### src/plane_segment_and_point_query_assert.svh
// assertion macros for the plane segment and point query block
// expects clk and arst_n in the scope of each use
`ifndef PLANE_SEGMENT_AND_POINT_QUERY_ASSERT_SVH
`define PLANE_SEGMENT_AND_POINT_QUERY_ASSERT_SVH
`ifndef SYNTH
`define PSQ_ASSERT_IMPL(lbl, ante, cons) \
	lbl: assert property (@(posedge clk) disable iff (!arst_n) (ante) |-> (cons)) \
		else $error("psq assertion failed");
`define PSQ_ASSERT_NEXT(lbl, ante, cons) \
	lbl: assert property (@(posedge clk) disable iff (!arst_n) (ante) |=> (cons)) \
		else $error("psq assertion failed");
`else
`define PSQ_ASSERT_IMPL(lbl, ante, cons)
`define PSQ_ASSERT_NEXT(lbl, ante, cons)
`endif
`endif

### src/psq_pkg.sv
// types, constants and helpers shared by the plane query block
// no dependencies
package psq_pkg;

	localparam int COORD_BITS = 32;
	localparam int SAT_BITS   = (COORD_BITS > 32) ? 32 : COORD_BITS;
	localparam int FIFO_DEPTH = 4;
	localparam int FIFO_AW    = 2;
	localparam int DIV_STEPS  = 32;
	localparam int SUM_W      = 51;

	localparam logic signed [SUM_W-1:0] SAT_HI =
		$signed({{(SUM_W-SAT_BITS+1){1'b0}}, {(SAT_BITS-1){1'b1}}});
	localparam logic signed [SUM_W-1:0] SAT_LO = ~SAT_HI;

	typedef enum logic [2:0] {
		ST_WITHIN   = 3'd0,
		ST_OUTSIDE  = 3'd1,
		ST_PARALLEL = 3'd2,
		ST_ON       = 3'd3,
		ST_ABOVE    = 3'd4,
		ST_BELOW    = 3'd5
	} status_t;

	typedef enum logic [2:0] {
		REG_PLANE_X  = 3'd0,
		REG_PLANE_Y  = 3'd1,
		REG_PLANE_Z  = 3'd2,
		REG_NORMAL_X = 3'd3,
		REG_NORMAL_Y = 3'd4,
		REG_NORMAL_Z = 3'd5,
		REG_TOL      = 3'd6
	} reg_idx_t;

	localparam logic OP_SEGMENT = 1'b0;

	typedef struct packed {
		logic               opcode;
		logic signed [31:0] first_x;
		logic signed [31:0] first_y;
		logic signed [31:0] first_z;
		logic signed [31:0] second_x;
		logic signed [31:0] second_y;
		logic signed [31:0] second_z;
	} in_t;

	typedef struct packed {
		logic signed [31:0] result_x;
		logic signed [31:0] result_y;
		logic signed [31:0] result_z;
		logic signed [31:0] segment_param;
		logic [2:0]         status;
	} out_t;

	typedef struct packed {
		logic signed [31:0] plane_x;
		logic signed [31:0] plane_y;
		logic signed [31:0] plane_z;
		logic signed [31:0] normal_x;
		logic signed [31:0] normal_y;
		logic signed [31:0] normal_z;
		logic [30:0]        tolerance;
	} cfg_t;

	// front to back queue entry
	typedef struct packed {
		logic               op;
		logic signed [31:0] ax;
		logic signed [31:0] ay;
		logic signed [31:0] az;
		logic signed [32:0] dx;
		logic signed [32:0] dy;
		logic signed [32:0] dz;
		logic signed [36:0] num;
		logic signed [36:0] den;
	} fe_t;

	// payload carried beside the divider
	typedef struct packed {
		logic               op;
		status_t            cls;
		logic signed [31:0] ax;
		logic signed [31:0] ay;
		logic signed [31:0] az;
		logic signed [32:0] dx;
		logic signed [32:0] dy;
		logic signed [32:0] dz;
		logic signed [36:0] dp;
		logic               ovf;
		logic               negq;
	} dv_t;

	typedef struct packed {
		logic               op;
		status_t            cls;
		logic signed [31:0] ax;
		logic signed [31:0] ay;
		logic signed [31:0] az;
		logic signed [31:0] u;
		logic signed [36:0] ma;
		logic signed [32:0] mbx;
		logic signed [32:0] mby;
		logic signed [32:0] mbz;
	} fx_t;

	function automatic logic signed [31:0] sat_coord(input logic signed [SUM_W-1:0] v);
		logic signed [31:0] r;
		if (v > SAT_HI) begin
			r = SAT_HI[31:0];
		end else if (v < SAT_LO) begin
			r = SAT_LO[31:0];
		end else begin
			r = v[31:0];
		end
		return r;
	endfunction

endpackage

### src/psq_fifo.sv
// short queue between front and back ends
// depends on psq_pkg and the assertion macro header
`include "plane_segment_and_point_query_assert.svh"
module psq_fifo (
	input  logic          clk,
	input  logic          arst_n,
	input  logic          push,
	input  psq_pkg::fe_t  push_data,
	input  logic          pop,
	output psq_pkg::fe_t  head,
	output logic          full,
	output logic          empty
);

	localparam int DEPTH = psq_pkg::FIFO_DEPTH;
	localparam int AW    = psq_pkg::FIFO_AW;
	localparam int CNT_W = $clog2(DEPTH + 1);

	psq_pkg::fe_t     mem_q [DEPTH];
	logic [AW-1:0]    wp_q, rp_q;
	logic [CNT_W-1:0] cnt_q;

	assign full  = (cnt_q == CNT_W'(DEPTH));
	assign empty = (cnt_q == '0);
	assign head  = mem_q[rp_q];

	always_ff @(posedge clk or negedge arst_n) begin
		if (!arst_n) begin
			wp_q  <= '0;
			rp_q  <= '0;
			cnt_q <= '0;
		end else begin
			if (push) begin
				wp_q <= wp_q + 1'b1;
			end
			if (pop) begin
				rp_q <= rp_q + 1'b1;
			end
			if (push && !pop) begin
				cnt_q <= cnt_q + 1'b1;
			end else if (pop && !push) begin
				cnt_q <= cnt_q - 1'b1;
			end
		end
	end

	always_ff @(posedge clk) begin
		if (push) begin
			mem_q[wp_q] <= push_data;
		end
	end

	`PSQ_ASSERT_IMPL(a_cnt_bound, 1'b1, cnt_q <= CNT_W'(DEPTH))
	`PSQ_ASSERT_IMPL(a_no_pop_empty, cnt_q == '0, !pop)
	`PSQ_ASSERT_IMPL(a_no_push_full, cnt_q == CNT_W'(DEPTH), !push)
	`PSQ_ASSERT_NEXT(a_cnt_up, push && !pop, cnt_q == CNT_W'($past(cnt_q) + 1'b1))

endmodule

### config.mk
export PLATFORM = sky130hd
export DESIGN_NAME = psq_fifo
export DESIGN_NICKNAME = d
export VERILOG_FILES = /design/src/psq_pkg.sv /design/src/psq_fifo.sv
export VERILOG_INCLUDE_DIRS = /design/src /design/src/src
export SDC_FILE = /design/constraint.sdc
export NUM_CORES = 1
export LEC_CHECK = 0
export ABC_AREA = 1
export BUFFER_PORTS_ARGS = -buffer_cell sky130_fd_sc_hd__buf_2
export CAP_MARGIN = 40
export CELL_PAD_IN_SITES_DETAIL_PLACEMENT = 1
export CELL_PAD_IN_SITES_GLOBAL_PLACEMENT = 1
export CORE_UTILIZATION = 53
export CTS_BUF_LIST = sky130_fd_sc_hd__clkbuf_4 sky130_fd_sc_hd__clkbuf_8
export CTS_CLUSTER_SIZE = 10
export DETAILED_ROUTE_END_ITERATION = 10
export GPL_TIMING_DRIVEN = 0
export MAX_ROUTING_LAYER = met4
export PLACE_DENSITY = 0.93
export SYNTH_ARGS = -nofsm -noshare
export SYNTH_HDL_FRONTEND = slang
export SYNTH_SLANG_ARGS = --single-unit
### constraint.sdc
create_clock -name clk -period 10.3 [get_ports clk]
set_input_delay 2.06 -clock clk [delete_from_list [all_inputs] [get_ports clk]]
set_output_delay 2.06 -clock clk [all_outputs]
set_load 0.05 [all_outputs]
==> qor.yml, run 1 <==
status:
  outcome: "completed"
worst_setup_path:
  critical_path.max_stage_delay_ns: 0.40
  cp_data_arrival_time_ns: 3.23
  critPathLaunchType: "register"
  crit_chain: "buf_4, inv_4, buf_4, buf_2, o211ai_1, nand2_1, buf_2"
  path_max_fanout: 11
  crit_path_end_kind: "output pin"
  cp_top_family: "buffers and inverters"
  critPathSlowestCell: "dfrtp_1"
  path_class: "reg -> out"
  critPathBufInv: 5
  crit_required_ns: 8.24
power:
  p_comb_share_pct: 46.7
  p_clk_share_pct: 20.4
  power.switching_mw: 9.10
  p_leak_nw: 20.5
  power_switching_share_pct: 49.2
  p_int_mw: 9.41
  p_seq_share_pct: 32.9
  peakVddDrop_uv: 326
  p_per_area_nw_per_um2: 365
detailed_routing:
  drc: 0
  drtPass1Iterations: 5
  routed_wl_mm: 153
  ant_nets: 0
  drtIter0Drc: 2976
  wl_per_cell_um: 29.5
  via_per_inst: 5.99
  num_vias: 31090
finish:
  seqCellArea_sq_um: 32600
  multi_input_area_sq_um: 7290
  nNetsFinal: 4204
  drive_above_1_share_pct: 24.2
  finalInstanceArea_sq_um: 50700
  synthToLayoutAreaGrowth_pct: 18.3
  mostFrequentLayoutCell: "edfxtp_1"
  final_cell_mix: "edfxtp_1, nand2_1, buf_2, inv_1, o211ai_1"
  n_fill_cell: 7896
place:
  dp_slack_ns: 5.97
  place_area_sq_um: 47200
  dpl.hpwl_mm: 88.8
  gp_congestion: 0.797
  port-buffer-count: 545
sta:
  max_freq_mhz: 189
  whs_ns: 0.603
  rsz0062_at_grt: "no"
  min_period_ns: 5.29
  skew_ns: 0.0603
  max_slew_margin_pct: 38.6
  hold_viol_final: 0
  final_max_slew_viol_count: 0
  finalSetupViolCount: 0
  tightest_slew_ns: 0.921
  fin_ws_ns: 5.01
  fin_crit_sh_pct: 51.4
synthesis:
  synthCells: 3197
  synth_xor_area_share_pct: 0.0817
  synth_compound_area_share_pct: 9.47
  synth_nets: 3477
  synthMuxAreaShare_pct: 0
  synth_area_per_cell_sq_um: 13.4
  synthAdderAreaFrac_pct: 0.193
  seq_area_frac_synth_pct: 76.0
  synth-simple-area-share_pct: 7.25
  yosysUniqueCellTypes: 17
  yosys_warnings: 0
  synth-seq-cells: 1087
  synth_top_family_by_area: "compound AO/OA/AOI/OAI gates"
  synth_area_sq_um: 42900
cts:
  clk_latency_ns: 0.85
  cts_buffers: 172
  htreeDepth: 4
  hold_buffers: 0
  path_clk_slew_ns: 0.07
  cts_tree: "yes"
  cts_setup_buffers: 0
  cts_resized: 0
  cts_root_buf: "clkbuf_8"
  cts.sinks: 1087
  clk_path_buf_depth: 3
grt:
  grt_max_degree: 107
  grt-ovfl-total: 0
  antenna_found_initial: 61
  grt_pass1_wl_mm: 213
  first_global_vias: 32899
  grt_usage_pct: 36.6
worst_hold_path:
  worstHoldPathType: "reg -> reg"
floorplanning:
  die_area_sq_um: 82000
  ios: 546
  num_rows: 103
  die_h_um: 286
  floorplan.die.width_um: 286
  start_util_pct: 53.9
  core_sq_um: 79500
flow_run:
  drv_cap: 0
## per-stage QoR
stage          utilization [%]   TNS, ns  std cells  power (mW)
2_1_floorplan                -         0       3197        11.9
3_3_place_gp              59.0  -2189.48       4792        14.4
3_5_place_dp              59.3         0       4800        14.4
4_1_cts                   63.5         0       5109        18.3
5_1_grt                   63.7         0       5177        19.0
6_report                  63.8         0       5189        18.5
## area by class of cell
type                       count  area share [%]
antenna                       80           0.395
buffer                       180            1.79
clock buffer                 221            5.44
clock inverter                88            1.14
inverter                     552            4.15
multi-input combinational   1378            14.4
sequential                  1087            64.3
tap                         1050            2.59
timing repair buffer         553            5.81
## final timing paths
check / startpoint / slack (ns) / cells past startpoint / endpoint
worst max-delay path: rp_q[1]$_DFFE_PN0P_ / 5.01 / 7 / head[231]
worst min-delay path: wp_q[0]$_DFFE_PN0P_ / 0.60 / 1 / wp_q[0]$_DFFE_PN0P_
worst max register to register: wp_q[0]$_DFFE_PN0P_ / 7.75 / 5 / mem_q[0][122]$_DFFE_PP_
worst min register to register: wp_q[0]$_DFFE_PN0P_ / 0.60 / 1 / wp_q[0]$_DFFE_PN0P_
max in group asynchronous: arst_n / 9.03 / 1 / cnt_q[2]$_DFFE_PN0P_
min in group asynchronous: arst_n / 1.06 / 1 / wp_q[1]$_DFFE_PN0P_
## power groups by stage
stage / clock [mW] / sequential [mW] / combinational, mW
finish: 3.78 / 6.08 / 8.65
global route: 3.92 / 6.12 / 8.93
floorplan: 0 / 6.23 / 5.63
detailed placement: 0 / 6.11 / 8.31
CTS: 3.73 / 6.06 / 8.50
global placement: 0 / 6.44 / 7.92
## logic make-up (layout without fill, tap and decap cells)
group | count (synthesis) | after routing
buffers and inverters | 732 | 1594
adder cells (fa/ha/maj) | 6 | 6
XOR/XNOR | 4 | 4
AND/OR/NAND/NOR | 827 | 827
other | 0 | 80
flip-flops | 1087 | 1087
AO/OA/AOI/OAI | 541 | 541
## worst reg2reg max path: stages (launching register included)
cell	delay, ns
dfrtp_1	0.45
inv_1	0.12
ha_1	0.15
nand2_1	0.13
inv_8	0.65
buf_16	0.42
## layer usage
metal	global-route usage (%)	part of all wire (%)	vias to the layer above
met2	61.5	51	2102
met5	-	0	-
met1	39.4	33	15602
met3	8.79	9.3	618
met4	21.0	6.6	0
li1	-	-	12768
## sequential cells by signal, indices dropped and copies added (netlist names)
name,cells
mem_q,1080
cnt_q,3
rp_q,2
wp_q,2
## cell usage after synthesis
cell      instances  share of area (%)
ha_1              5               0.15
inv_1           551                4.8
buf_4            10               0.18
nand4_1           1              0.015
nand3_1           1              0.012
o211ai_1        540                9.5
clkbuf_1         15               0.13
inv_4             1              0.015
xnor2_1           1              0.020
nor3_1            2              0.023
xor2_1            3              0.061
dfrtp_1           7               0.41
o21ai_0           1              0.012
edfxtp_1       1080                 76
fa_1              1              0.047
nand2_1         823                7.2
buf_2           155                1.8
Power figures use the tool's default switching activity.
==> run 2, diff against run 1 <==
Settings changed: CORE_UTILIZATION 53 to 44, PLACE_DENSITY 0.93 to 0.83.
Clock period 10.3 ns to 4.3 ns, I/O delays scaled along.
==> qor.yml, run 2 (synthesized netlist as in run 1, its figures left out) <==
floorplanning:
  die_area_sq_um: 98700
  floorplan.die.width_um: 314
  ios: 546
  core_sq_um: 96600
  num_rows: 114
  die_h_um: 314
  start_util_pct: 44.4
worst_hold_path:
  min_to: "mem_q[0][236]$_DFFE_PP_"
  hold_depth: 1
  worstHoldPathType: "in -> reg"
  hp-start: "push_data[236]"
cts:
  clk_path_buf_depth: 3
  cts_tree: "yes"
  cts.sinks: 1087
  cts_root_buf: "clkbuf_8"
  htreeDepth: 4
  cts_buffers: 174
  clk_latency_ns: 0.86
  path_clk_slew_ns: 0.06
  cts_setup_buffers: 0
finish:
  largestRegisters: "mem_q (1080), cnt_q (3)"
  mostFrequentLayoutCell: "edfxtp_1"
  largest_reg_flops: 1080
  layout.cells.non_filler: 5415
  final_util_pct: 53.4
  max_flop_register: "mem_q"
  final_cell_mix: "edfxtp_1, nand2_1, buf_2, inv_1, o211ai_1"
  nNetsFinal: 4238
  drive_above_1_share_pct: 25.0
  synthToLayoutAreaGrowth_pct: 20.3
status:
  outcome: "completed"
power:
  p_per_area_nw_per_um2: 840
  p_int_mw: 22.8
  peakVddDrop_uv: 737
  power_mw: 43.3
  power_switching_share_pct: 47.3
  p_seq_share_pct: 33.0
  p_leak_nw: 20.8
  p_clk_share_pct: 20.1
  power.switching_mw: 20.5
  p_comb_share_pct: 46.8
flow_run:
  drv_cap: 0
worst_setup_path:
  critPathLaunchType: "register"
  crit_required_ns: 3.44
  worstRegToRegCells: 8
  path_max_fanout: 10
  path_class: "reg -> out"
  cp_data_arrival_time_ns: 3.10
  r2r_slack_ns: 1.57
  r2r-start: "wp_q[0]$_DFFE_PN0P_"
  rr_endpoint: "mem_q[0][123]$_DFFE_PP_"
  crit_path_end_kind: "output pin"
sta:
  finalSetupViolCount: 0
  tightest_slew_ns: 0.667
  totalNegativeSetupSlack_ns: 0
  fin_ws_ns: 0.336
  fin_crit_sh_pct: 92.2
  max_freq_mhz: 252
  max_slew_margin_pct: 55.5
  rsz0062_at_grt: "no"
  final_max_slew_viol_count: 0
  hold_viol_final: 0
  skew_ns: 0.0553
  min_period_ns: 3.96
place:
  gp_congestion: 0.787
  placed_cells: 5057
  port-buffer-count: 545
  dp_slack_ns: 1.18
  dpl.hpwl_mm: 85.4
detailed_routing:
  drtIter0Drc: 2194
  ant_nets: 0
  drc: 0
  via_per_inst: 5.31
  num_vias: 28771
  wl_per_cell_um: 23.7
  routed_wl_mm: 128
  drtPass1Iterations: 5
grt:
  grt_usage_pct: 26.3
  antenna_found_initial: 44
  grt_pass1_wl_mm: 188
  first_global_vias: 30871
  grt_max_degree: 34
  grt-ovfl-total: 0
run 2: cell types whose count changed in the layout (fill, tap and decap cells not counted), moves of 2 or more:
cell and change:
clkinv_2 -9, clkbuf_4 +16, diode_2 -32, clkbuf_8 +3
clkinv_1 -5, nand2_1 -4, bufinv_16 -2, nand2_4 +4
buf_16 -4, inv_8 -2, buf_12 +35
run 2: layout make-up:
class	instances	area, sq um
plain buffers	180	928
clock buffers	240	2920
well taps	1276	1600
fillers	9953	45000
diodes	48	120
clock inverters	69	438
inverters	552	2090
repair buffers	585	3550
flip-flops and latches	1087	32600
multi-input cells	1378	7320
run 2: metal layers:
layer	routed length [um]	global-route usage (%)	vias to the layer above
met4	5190	12.6	0
li1	-	-	12807
met5	0	-	-
met2	65500	43.7	1110
met1	47400	29.3	14542
met3	10000	7.19	312
run 2: critical path: stages (launching register included):
cell	delay, ns
dfrtp_1	0.36
buf_4	0.21
inv_4	0.20
buf_4	0.30
buf_2	0.33
o211ai_1	0.14
nand2_1	0.32
buf_2	0.36
run 2: metrics by stage:
step                cell area (sq um)  hold slack, ns
global placement                47300           0.481
floorplan                       42900           0.463
global route                    51600           0.156
CTS                             51400           0.114
finish                          51600           0.205
detailed placement              48100           0.511
run 2: power groups by stage:
stage          Sequential, mW  Clock [mW]  Combinational (mW)
5_1_grt                  14.4        9.27                21.3
6_report                 14.3        8.73                20.3
3_5_place_dp             14.5           0                20.2
3_3_place_gp             15.1           0                19.2
2_1_floorplan            14.7           0                13.5
4_1_cts                  14.3        8.88                20.4
run 2: timing repair:
action	CTS	global route
gates resized for setup	0	0
hold buffers	1	0
endpoints found under the hold margin	7	0
run 2: worst max-delay path by stage:
stage	startpoint	end	slack (ns)	cells past startpoint
2_1_floorplan	push	mem_q[0][0]$_DFFE_PP_	-1.19	3
3_3_place_gp	push	mem_q[1][138]$_DFFE_PP_	-4.86	4
3_5_place_dp	push	mem_q[0][138]$_DFFE_PP_	1.18	8
4_1_cts	rp_q[0]$_DFFE_PN0P_	head[80]	0.25	6
5_1_grt	rp_q[1]$_DFFE_PN0P_	head[84]	0.22	7
6_report	rp_q[1]$_DFFE_PN0P_	head[80]	0.34	7
